===== config.mk =====
export PLATFORM = sky130hd
export DESIGN_NAME = kvt_ctrl
export DESIGN_NICKNAME = d
export VERILOG_FILES = /design/src/hdl/kvt_pkg.sv /design/src/hdl/kvt_ctrl.sv
export SDC_FILE = /design/constraint.sdc
export NUM_CORES = 1
export LEC_CHECK = 0
export BUFFER_PORTS_ARGS = -buffer_cell sky130_fd_sc_hd__buf_2
export CAP_MARGIN = 20
export CORE_AREA = 2 2 39 41
export CTS_CLUSTER_SIZE = 20
export DETAILED_ROUTE_END_ITERATION = 10
export DIE_AREA = 0 0 41 43
export PLACE_DENSITY = 0.45
export SYNTH_ARGS = -nofsm -noshare
export SYNTH_HDL_FRONTEND = slang
export SYNTH_SLANG_ARGS = --single-unit

===== constraint.sdc =====
create_clock -name clk -period 1.8 [get_ports clk]
set_input_delay 0.36 -clock clk [delete_from_list [all_inputs] [get_ports clk]]
set_output_delay 0.36 -clock clk [all_outputs]
set_load 0.02 [all_outputs]

===== src/hdl/kvt_pkg.sv =====
// Package for the key-value table: sizes, status codes and the
// command and status structs between the controller and the datapath.
// No dependencies.
`default_nettype none

package kvt_pkg;

  localparam int TABLE_DEPTH = 128;
  localparam int KEY_BITS    = 32;
  localparam int VALUE_BITS  = 32;

  // Port widths, fixed by the interface.
  localparam int REQ_KEY_BITS = 32;
  localparam int REQ_VAL_BITS = 32;
  localparam int STATUS_BITS  = 3;
  localparam int ENTRY_BITS   = 8;

  localparam int IDX_W   = (TABLE_DEPTH > 1) ? $clog2(TABLE_DEPTH) : 1;
  localparam int COUNT_W = $clog2(TABLE_DEPTH + 1);

  localparam logic [STATUS_BITS-1:0] ST_UPDATED   = 3'd0;
  localparam logic [STATUS_BITS-1:0] ST_INSERTED  = 3'd1;
  localparam logic [STATUS_BITS-1:0] ST_DROPPED   = 3'd2;
  localparam logic [STATUS_BITS-1:0] ST_FOUND     = 3'd3;
  localparam logic [STATUS_BITS-1:0] ST_NOT_FOUND = 3'd4;

  localparam logic REQ_PUT = 1'b0;
  localparam logic REQ_GET = 1'b1;

  typedef struct packed {
    logic                   load;     // capture a request, restart the scan
    logic                   scan;     // issue the next key read
    logic                   wr_key;   // append a key at the fill count
    logic                   wr_val;   // write the value store
    logic                   at_hit;   // value access goes to the matched slot
    logic                   respond;  // register a result word
    logic                   use_rd;   // result carries the value store data
    logic [STATUS_BITS-1:0] status;
  } kvt_cmd_t;

  typedef struct packed {
    logic is_get;
    logic hit;
    logic miss;
    logic full;
  } kvt_stat_t;

endpackage

`default_nettype wire


===== src/hdl/kvt_ctrl.sv =====
// Controller of the key-value table: sequences the scan and the update.
// Depends on kvt_pkg.
`default_nettype none

module kvt_ctrl import kvt_pkg::*; (
  input  wire logic      clk,
  input  wire logic      rst,
  input  wire logic      start,
  output logic           busy,
  input  wire kvt_stat_t stat,
  output kvt_cmd_t       cmd
);

  localparam logic [1:0] S_IDLE  = 2'd0;
  localparam logic [1:0] S_SCAN  = 2'd1;
  localparam logic [1:0] S_GETRD = 2'd2;

  logic [1:0] state;
  logic [1:0] state_next;

  always_ff @(posedge clk) begin
    if (rst) begin
      state <= S_IDLE;
    end else begin
      state <= state_next;
    end
  end

  assign busy = (state != S_IDLE);

  always_comb begin
    cmd        = '0;
    cmd.status = ST_UPDATED;
    state_next = state;
    case (state)
      S_IDLE: begin
        if (start) begin
          cmd.load   = 1'b1;
          state_next = S_SCAN;
        end
      end
      S_SCAN: begin
        if (stat.hit) begin
          cmd.at_hit = 1'b1;
          if (stat.is_get) begin
            state_next = S_GETRD;
          end else begin
            cmd.wr_val  = 1'b1;
            cmd.respond = 1'b1;
            cmd.status  = ST_UPDATED;
            state_next  = S_IDLE;
          end
        end else if (stat.miss) begin
          cmd.respond = 1'b1;
          state_next  = S_IDLE;
          if (stat.is_get) begin
            cmd.status = ST_NOT_FOUND;
          end else if (stat.full) begin
            cmd.status = ST_DROPPED;
          end else begin
            cmd.wr_key = 1'b1;
            cmd.wr_val = 1'b1;
            cmd.status = ST_INSERTED;
          end
        end else begin
          cmd.scan = 1'b1;
        end
      end
      S_GETRD: begin
        cmd.respond = 1'b1;
        cmd.use_rd  = 1'b1;
        cmd.status  = ST_FOUND;
        state_next  = S_IDLE;
      end
      default: begin
        state_next = S_IDLE;
      end
    endcase
  end

endmodule

`default_nettype wire


==> results of run 1 <==
[critical path, delay by kind of cell (launching register included)]
family,cells,cell delay [ns]
fa+ha+maj,1,0.14
compound gates,1,0.13
simple gates,2,0.39
buf+inv,2,0.20
flops,1,0.31
[through the flow]
| stage | setup TNS (ns) | util |
|---|---|---|
| after global routing | -0.1649 | 0.3228 |
| after detailed placement | 0 | 0.2604 |
| final | 0 | 0.3228 |
| after CTS | 0 | 0.2993 |
| after floorplan | 0 | - |
| after global placement | 0 | 0.2604 |
[layout make-up]
type | instances | area, sq um | share of cell area
multi-input combinational | 23 | 216.5 | 0.4846
inverter | 6 | 22.52 | 0.05042
timing repair buffer | 20 | 122.6 | 0.2745
clock buffer | 3 | 22.52 | 0.05042
tap | 16 | 20.02 | 0.04482
sequential | 2 | 42.54 | 0.09524
[cell families after synthesis]
kind of cell | synth area share
adder cells (fa/ha/maj) | 0.1961
AO/OA/AOI/OAI | 0.2549
multiplexers | 0.03922
AND/OR/NAND/NOR | 0.2647
buffers and inverters | 0.08823
flip-flops | 0.1569
[power by group]
part	total [mW]	internal [mW]	switching [mW]
combinational	0.143	0.0608	0.0821
clock	0.0977	0.0734	0.0242
sequential	0.0592	0.0521	0.00711
[synth_stat cells]
library cell	number	area share
a21o_1	1	0.029
a21oi_2	1	0.034
dfxtp_1	2	0.16
ha_1	4	0.20
inv_1	6	0.088
mux2i_1	1	0.039
nand2_1	1	0.015
nand2b_1	2	0.049
nand3b_1	1	0.029
nor2_1	2	0.029
nor2b_1	1	0.025
nor3_2	1	0.039
nor3b_1	1	0.029
nor3b_2	1	0.049
o2111ai_1	1	0.034
o21a_1	3	0.088
o21ai_1	1	0.020
o31ai_2	1	0.049
[worst paths after layout]
check | cells past startpoint | from | endpoint | slack (ns)
hold / removal | 2 | rst | state[1]$_SDFFE_PP0P_ | 0.37
hold reg to reg | 2 | state[0]$_SDFFE_PP0P_ | state[0]$_SDFFE_PP0P_ | 0.50
setup reg to reg | 6 | state[1]$_SDFFE_PP0P_ | state[1]$_SDFFE_PP0P_ | 0.60
setup / recovery | 6 | state[1]$_SDFFE_PP0P_ | cmd[0] | 0.05
[cells in the final DEF, fill, tap and decap left out, types with 2 or more instances in the layout]
master,n
ha_1,3
nor2_1,2
inv_1,5
o21a_1,3
nand2b_1,2
buf_4,4
buf_2,14
buf_6,2
dfxtp_2,2
nor3b_2,2
clkbuf_4,3
[routing by layer]
| layer | track usage | vias up | wire length [um] |
|---|---|---|---|
| li1 | - | 152 | - |
| met3 | 0.03141 | 0 | 26 |
| met5 | 0 | - | 0 |
| met1 | 0.1146 | 128 | 277 |
| met2 | 0.1156 | 7 | 313 |
| met4 | 0.06000 | 0 | 0 |
[repair_timing]
item	CTS	global route
cloned	0	0
endpoints found under the hold margin	0	0
pin swaps	2	3
endpoints found under the setup margin	5	5
hold buffers	0	0
buffers inserted	2	1
gates resized for setup	5	7
==> impl_results.md, run 1 <==
* WP data required at 1.44 ns
* Status: finished clean
* Skew final at 0.003175 ns
* Fmax at 0.5723 GHz
* CTS tree: built
* Final Worst Setup Slack at 0.05263 ns
* # clock sinks at 2
* Chip height at 43 um
* Routability cong. at 0.6946
* # Max-Cap Violations at 0
* CTS buffer count at 3
* ANT cells at 0
* Post-DP HPWL at 496 um
* Largest register FFs at 2
* DP Cell Count at 64
* Finished Layout Cells at 70
* Average wire per standard cell at 8.829 um
* Min Clock Period, post-route at 1.747 ns
* First-pass GRT wire length at 1048 um
* Number of distinct library cells after synthesis at 18
* Critical Setup Path Class: flop to output port
* Crit path cell chain: inv_2, ha_4, nand3b_1, nor3_4, o21a_1, buf_4
* Total of fill cells in the finished design at 160
* Largest net degree at the start of global routing at 6
* Post-route DRC at 0
* Reg with most FFs: state
* Hold Path Class: input pin to flop
* Nets at 67
* Share of cells above drive strength 1 at 0.5926
* Slew @ Worst Pin at 0.2336 ns
* CP endpoint kind: output port
* Clock slew at reported path FFs at 0.03 ns
* Largest regs: state x2
* Core area at 0.001384 sq mm
* Synthesized area at 255.2 sq um
* Max Root-Sink Buffers at 2
* Synth warnings at 0
* Total wire length at 618 um
* RSZ-0062 raised after global routing: true
* Power Density at 671.2 mW/mm^2
* Die area at 0.001763 sq mm
* Vias at 287
* Vias in the first global route at 271
* Port Buf Inserts at 17
* Total power at 299.8 uW
* Slew headroom at 0.8438
* Lkg Pwr at 0.2427 nW
* #FFs+latches synth at 2
* Initial Utilization at 0.1844
* Initial antenna violation count at 0
* Final hold slack at 0.3685 ns
* Die Width at 41 um
* Final setup vio count at 0
* GRT overflow at 0
* H-tree Lvls at 1
* GRT Util Overall at 0.08809
* First-pass DRT Iterations at 2
* Final worst-path cycle share at 0.9708
* Design area at 446.7 sq um
* Register area share after synthesis at 0.1569
* Final Hold Violating Endpoints at 0
* Post-Syn Instances at 31
* Slowest-stage cell, CP: dfxtp_2
* Worst slack, placed at 0.1315 ns
* Max Slew Vio Count at 0
* Clk_lat worst skew at 0.22 ns
* Area growth syn-to-layout at 75.00%
* Crit path launch type: flop
* VDD IR max at 0.3092 mV
* Syn nets at 42
* Synth Area per Inst at 8.234 sq um
* Antenna viol nets, final at 0
* Placement Cell Area at 360.3 sq um
* Critical path fanouts, max at 4
* Clk root buf: clkbuf_4
* DRT iter0 DRCs at 3
* Arr. time, crit path at 1.39 ns
* FP Rows at 14
* Drt via density at 4.100
* Worst path max stage delay at 0.31 ns
* I/O pin total at 18
(Power assumes the default switching activity.)
==> run 2: changes to the inputs <==
--- a/config.mk
+++ b/config.mk
@@ -7,10 +7,10 @@
 export LEC_CHECK = 0
 export BUFFER_PORTS_ARGS = -buffer_cell sky130_fd_sc_hd__buf_2
 export CAP_MARGIN = 20
-export CORE_AREA = 2 2 39 41
+export CORE_AREA = 4 4 41 43
 export CTS_CLUSTER_SIZE = 20
 export DETAILED_ROUTE_END_ITERATION = 10
-export DIE_AREA = 0 0 41 43
+export DIE_AREA = 0 0 45 47
 export PLACE_DENSITY = 0.45
 export SYNTH_ARGS = -nofsm -noshare
 export SYNTH_HDL_FRONTEND = slang
==> run 2 against run 1 <==
Critical path depth grew 1. Worst hold slack lost 0.0025 ns. Flip-flop and latch count is the same. Largest power group unchanged.
==> impl_results.md, run 2 (synthesized netlist as in run 1, its figures left out) <==
* Status: finished clean
* Switch Pwr at 115.9 uW
* Final worst-path cycle share at 0.9841
* Post-route DRC at 0
* R2R Path End: state[0]$_SDFFE_PP0P_
* Routability cong. at 0.6230
* Critical path fanouts, max at 3
* Antenna viol nets, final at 0
* Average wire per standard cell at 10.00 um
* Commonest non-fill, non-tap cells in the layout: buf_2, inv_1, buf_4
* Chip height at 47 um
* # Max-Cap Violations at 0
* Crit path cell chain: inv_2, ha_4, nand3b_1, buf_4, o21ai_2, o21a_1, buf_6
* Total wire length at 700 um
* Slowest-stage cell, CP: dfxtp_2
* Hold_sp: rst
* Initial Utilization at 0.1962
* Switching Fraction at 0.3786
* Cell depth of the worst flop-to-flop path at 6
* Hold path cells at 2
* Hold path endpoint: state[1]$_SDFFE_PP0P_
* Final setup vio count at 0
* GRT overflow at 0
* Storage element area at 42.54 sq um
* Clk root buf: clkbuf_4
* RSZ-0062 raised after global routing: true
* Largest regs: state x2
* Multi-input gate area at 214.0 sq um
* FP Rows at 13
* Nets at 68
* Area growth syn-to-layout at 75.49%
* CTS buffer count at 3
* ANT cells at 0
* Crit path launch type: flop
* Commonest non-fill, non-tap cell in the layout: buf_2
* Die area at 0.002115 sq mm
* # clock sinks at 2
* Max Root-Sink Buffers at 2
* Reg with most FFs: state
* CP endpoint kind: output port
* Drt via density at 4.257
* GRT Util Overall at 0.07413
* Worst flop-to-flop path startpoint: state[1]$_SDFFE_PP0P_
* Part of the power in registers at 0.193
* Comb power frac at 0.488
* Slew @ Worst Pin at 0.2273 ns
* Clk_lat worst skew at 0.22 ns
* Largest register FFs at 2
* Share of cells above drive strength 1 at 0.6182
* Slew headroom at 0.8477
* Layout Utilization at 0.3442
* Arr. time, crit path at 1.41 ns
* Setup TNS at 0 ns
* Power Density at 683.6 mW/mm^2
* Die Width at 45 um
* Total of fill cells in the finished design at 139
* Hold Path Class: input pin to flop
* Final Hold Violating Endpoints at 0
* Worst path max stage delay at 0.32 ns
* WP data required at 1.44 ns
* CTS tree: built
* Max Slew Vio Count at 0
* Skew final at 0.003145 ns
* Fmax at 0.5646 GHz
* P_int at 190.3 uW
* Clock slew at reported path FFs at 0.03 ns
* H-tree Lvls at 1
* DRT iter0 DRCs at 9
* Lkg Pwr at 0.2470 nW
* Vias in the first global route at 289
* Core area at 0.001301 sq mm
* Post-DP HPWL at 528.4 um
* First-pass DRT Iterations at 4
* Initial antenna violation count at 0
* First-pass GRT wire length at 1097 um
* Port Buf Inserts at 17
* Vias at 298
* Clock network power share at 0.320
* Largest net degree at the start of global routing at 6
* Min Clock Period, post-route at 1.771 ns
* Critical Setup Path Class: flop to output port
* VDD IR max at 0.2570 mV
* I/O pin total at 18
* R2R Setup Slk at 0.56 ns
* Total power at 306.2 uW
* Hold_buf cts at 0
[run 2: layout make-up]
class	instances	share of cell area
Multi-Input combinational cell	23	0.4777
Sequential cell	2	0.09497
Timing Repair Buffer	21	0.2849
Inverter	6	0.05028
Tap cell	15	0.04190
Clock buffer	3	0.05028
[run 2: worst max-delay path, delay by kind of cell, from the launching register on]
kind	cells	cell delay, ns
AOI/OAI and AO/OA	2	0.24
adders and majority gates	1	0.15
buffers and inverters	3	0.33
DFF	1	0.32
and+or+nand+nor	1	0.16
[run 2: per-stage QoR]
stage	hold slack [ns]	worst slack, ns	std cells	area [sq um]
6_report	0.3660	0.02870	70	447.9
5_1_grt	0.3549	-0.04630	70	447.9
4_1_cts	0.3610	0.0006114	68	422.9
3_5_place_dp	0.4972	0.1244	63	359.1
3_3_place_gp	0.5000	0.1005	63	359.1
2_1_floorplan	0.4545	0.06715	31	255.2
[run 2: layer usage]
metal / share of wire / GRT usage
met4: 0 / 0.05263
met3: 0.053 / 0.03448
met2: 0.54 / 0.1356
met5: 0 / 0
met1: 0.40 / 0.06335
[run 2: power groups by stage]
stage | clock network (mW) | registers [mW] | logic, mW
3_5_place_dp | 0 | 0.0558 | 0.130
5_1_grt | 0.113 | 0.0600 | 0.165
3_3_place_gp | 0 | 0.0560 | 0.131
4_1_cts | 0.106 | 0.0593 | 0.140
2_1_floorplan | 0 | 0.0547 | 0.0907
6_report | 0.0979 | 0.0590 | 0.149
[run 2: how the worst max path moves through the flow]
| stage | from | endpoint | slack [ns] | depth (start not counted) |
|---|---|---|---|---|
| 2_1_floorplan | state[1]$_SDFFE_PP0P_ | cmd[0] | 0.07 | 5 |
| 3_3_place_gp | state[1]$_SDFFE_PP0P_ | cmd[1] | 0.10 | 6 |
| 3_5_place_dp | state[1]$_SDFFE_PP0P_ | cmd[1] | 0.12 | 6 |
| 4_1_cts | state[1]$_SDFFE_PP0P_ | cmd[0] | 0.0006 | 6 |
| 5_1_grt | state[1]$_SDFFE_PP0P_ | cmd[4] | -0.05 | 7 |
| 6_report | state[1]$_SDFFE_PP0P_ | cmd[4] | 0.03 | 7 |
[run 2: what timing repair did]
action | CTS | global route
buffers inserted | 2 | 2
resized for setup | 8 | 3
pin swaps | 2 | 5
endpoints found under the setup margin | 5 | 5
==> run 3: changes to the inputs <==
--- a/config.mk
+++ b/config.mk
@@ -5,7 +5,7 @@
 export SDC_FILE = /design/constraint.sdc
 export NUM_CORES = 1
 export LEC_CHECK = 0
-export BUFFER_PORTS_ARGS = -buffer_cell sky130_fd_sc_hd__buf_2
+export BUFFER_PORTS_ARGS = -buffer_cell sky130_fd_sc_hd__buf_4
 export CAP_MARGIN = 20
 export CORE_AREA = 4 4 41 43
 export CTS_CLUSTER_SIZE = 20
==> run 3 against run 2 <==
Fmax rose by 2.5%. Flip-flop and latch count unchanged. Utilization grew 2.0 points. Critical path depth down 1. Power up 3.6%. First-iteration DRC count is 100% lower. Combinational power increased by 8%. Cell count is 1.4% lower. Clock skew rose by 0.0014 ns. Wire length shrank 0.29%. Clock power decreased by 2%. Non-clock buffer count shrank 1. Critical endpoint is now cmd[0]. Largest power group unchanged.
==> impl_results.md, run 3 (synthesized netlist as in run 1, its figures left out) <==
* Vias at 293
* Met3 Use GR at 0.03831
* CP startpoint: state[1]$_SDFFE_PP0P_
* Reg with most FFs: state
* Clk_lat worst skew at 0.22 ns
* Area growth syn-to-layout at 85.78%
* Arr. time, crit path at 1.37 ns
* Die area at 0.002115 sq mm
* R2R Setup Slk at 0.56 ns
* Initial antenna violation count at 0
* GR Layer Usage met2 at 0.1384
* Final setup vio count at 0
* Post-DP HPWL at 547.8 um
* Port Buf Inserts at 17
* Slew @ Worst Pin at 0.2254 ns
* Critical Setup Path Class: flop to output port
* Global routing usage on met1 at 0.07240
* CP endpoint kind: output port
* Average wire per standard cell at 10.12 um
* Final Hold Violating Endpoints at 0
* Storage element area at 42.54 sq um
* Total wire length at 698 um
* Clock slew at reported path FFs at 0.03 ns
* Total of fill cells in the finished design at 150
* Post-route DRC at 0
* VDD IR max at 0.3264 mV
* First-pass DRT Iterations at 1
* H-tree Lvls at 1
* Hold path cells at 2
* Die Width at 45 um
* Core area at 0.001301 sq mm
* Critical path fanouts, max at 4
* RSZ-0062 raised after global routing: true
* Drt via density at 4.246
* GRT Util Overall at 0.07650
* Largest regs: state x2
* Clk root buf: clkbuf_4
* Largest net degree at the start of global routing at 6
* # Max-Cap Violations at 0
* Nets at 67
* Slew headroom at 0.8489
* R2R Path End: state[0]$_SDFFE_PP0P_
* Commonest non-fill, non-tap cell in the layout: buf_4
* Initial Utilization at 0.1962
* FP Rows at 13
* Vias in the first global route at 285
* Hold Path Class: input pin to flop
* First-pass GRT wire length at 1138 um
* I/O pin total at 18
* Final worst-path cycle share at 0.9599
* Routability cong. at 0.6588
* GRT overflow at 0
* Fmax at 0.5788 GHz
* Chip height at 47 um
* Max Slew Vio Count at 0
* Total power at 317.3 uW
* DP Cell Count at 63
* Worst flop-to-flop path startpoint: state[1]$_SDFFE_PP0P_
* Finished Layout Cells at 69
* CTS tree: built
* Worst setup path end: cmd[0]
* CTS buffer count at 3
* Status: finished clean
* Max Root-Sink Buffers at 2
* Commonest non-fill, non-tap cells in the layout: buf_4, inv_1, o21a_1, ha_1, clkbuf_4
* # clock sinks at 2
* Skew final at 0.004510 ns
* Largest register FFs at 2
* Multi-input gate area at 210.2 sq um
* Antenna viol nets, final at 0
* Min Clock Period, post-route at 1.728 ns
* Share of cells above drive strength 1 at 0.5926
* Crit path launch type: flop
* Power Density at 669.1 mW/mm^2
* Lkg Pwr at 0.2469 nW
* Gr busiest metal: met2
* Hold_buf cts at 0
* Cell depth of the worst flop-to-flop path at 6
* WP data required at 1.44 ns
* ANT cells at 0
* DRT iter0 DRCs at 0
==> run 3: changes by cell type in the layout (fill, tap and decap cells not counted) <==
cell     previous run  this run
buf_2              15         0
o21ai_2             1         0
o21ai_1             0         1
buf_4               4        18
==> run 3: per-stage QoR <==
step	TNS, ns	util	setup slack (ns)	hold slack (ns)	instance area (sq um)
3_5_place_dp	0	0.3087	0.1287	0.4953	401.6
6_report	0	0.3644	0.07223	0.3523	474.2
5_1_grt	-0.04663	0.3644	-0.03539	0.3447	474.2
3_3_place_gp	0	0.3087	0.1303	0.5106	401.6
4_1_cts	0	0.3548	0.01146	0.3534	461.7
2_1_floorplan	0	-	0.06715	0.4545	255.2
==> run 3: how the worst min path moves through the flow <==
stage                             to                  start
5_1_grt        state[1]$_SDFFE_PP0P_                    rst
3_5_place_dp   state[0]$_SDFFE_PP0P_  state[0]$_SDFFE_PP0P_
4_1_cts        state[1]$_SDFFE_PP0P_                    rst
6_report       state[1]$_SDFFE_PP0P_                    rst
2_1_floorplan  state[1]$_SDFFE_PP0P_                    rst
3_3_place_gp   state[0]$_SDFFE_PP0P_  state[0]$_SDFFE_PP0P_
==> run 3: layer usage <==
| metal | up-vias | part of all wire |
|---|---|---|
| met5 | - | 0 |
| met4 | 0 | 0 |
| met3 | 0 | 0.080 |
| met2 | 6 | 0.55 |
| met1 | 134 | 0.37 |
| li1 | 153 | - |
==> run 3: repair_timing <==
| item | in CTS | in global routing |
|---|---|---|
| endpoints found under the setup margin | 4 | 4 |
| gates resized for setup | 6 | 2 |
| pin swaps | 2 | 3 |
| buffers inserted | 2 | 1 |
==> run 3: cell type report <==
cell class	count	area share
flip-flops and latches	2	0.08971
repair buffers	20	0.3325
inverters	6	0.04749
well taps	15	0.03958
clock buffers	3	0.04749
multi-input cells	23	0.4433
==> run 3: worst max-delay path, stage by stage (launching register included) <==
cell and delay [ns]:
dfxtp_2 0.31, inv_2 0.07, ha_4 0.13, nand3b_1 0.15, nor3_2 0.22, o21a_1 0.16, buf_6 0.11
==> run 3: where the power goes <==
group	leakage, nW	internal (mW)	total (mW)	switching (mW)
logic	0.216	0.0765	0.161	0.0848
clock network	0.0138	0.0733	0.0964	0.0231
registers	0.0172	0.0521	0.0596	0.00750
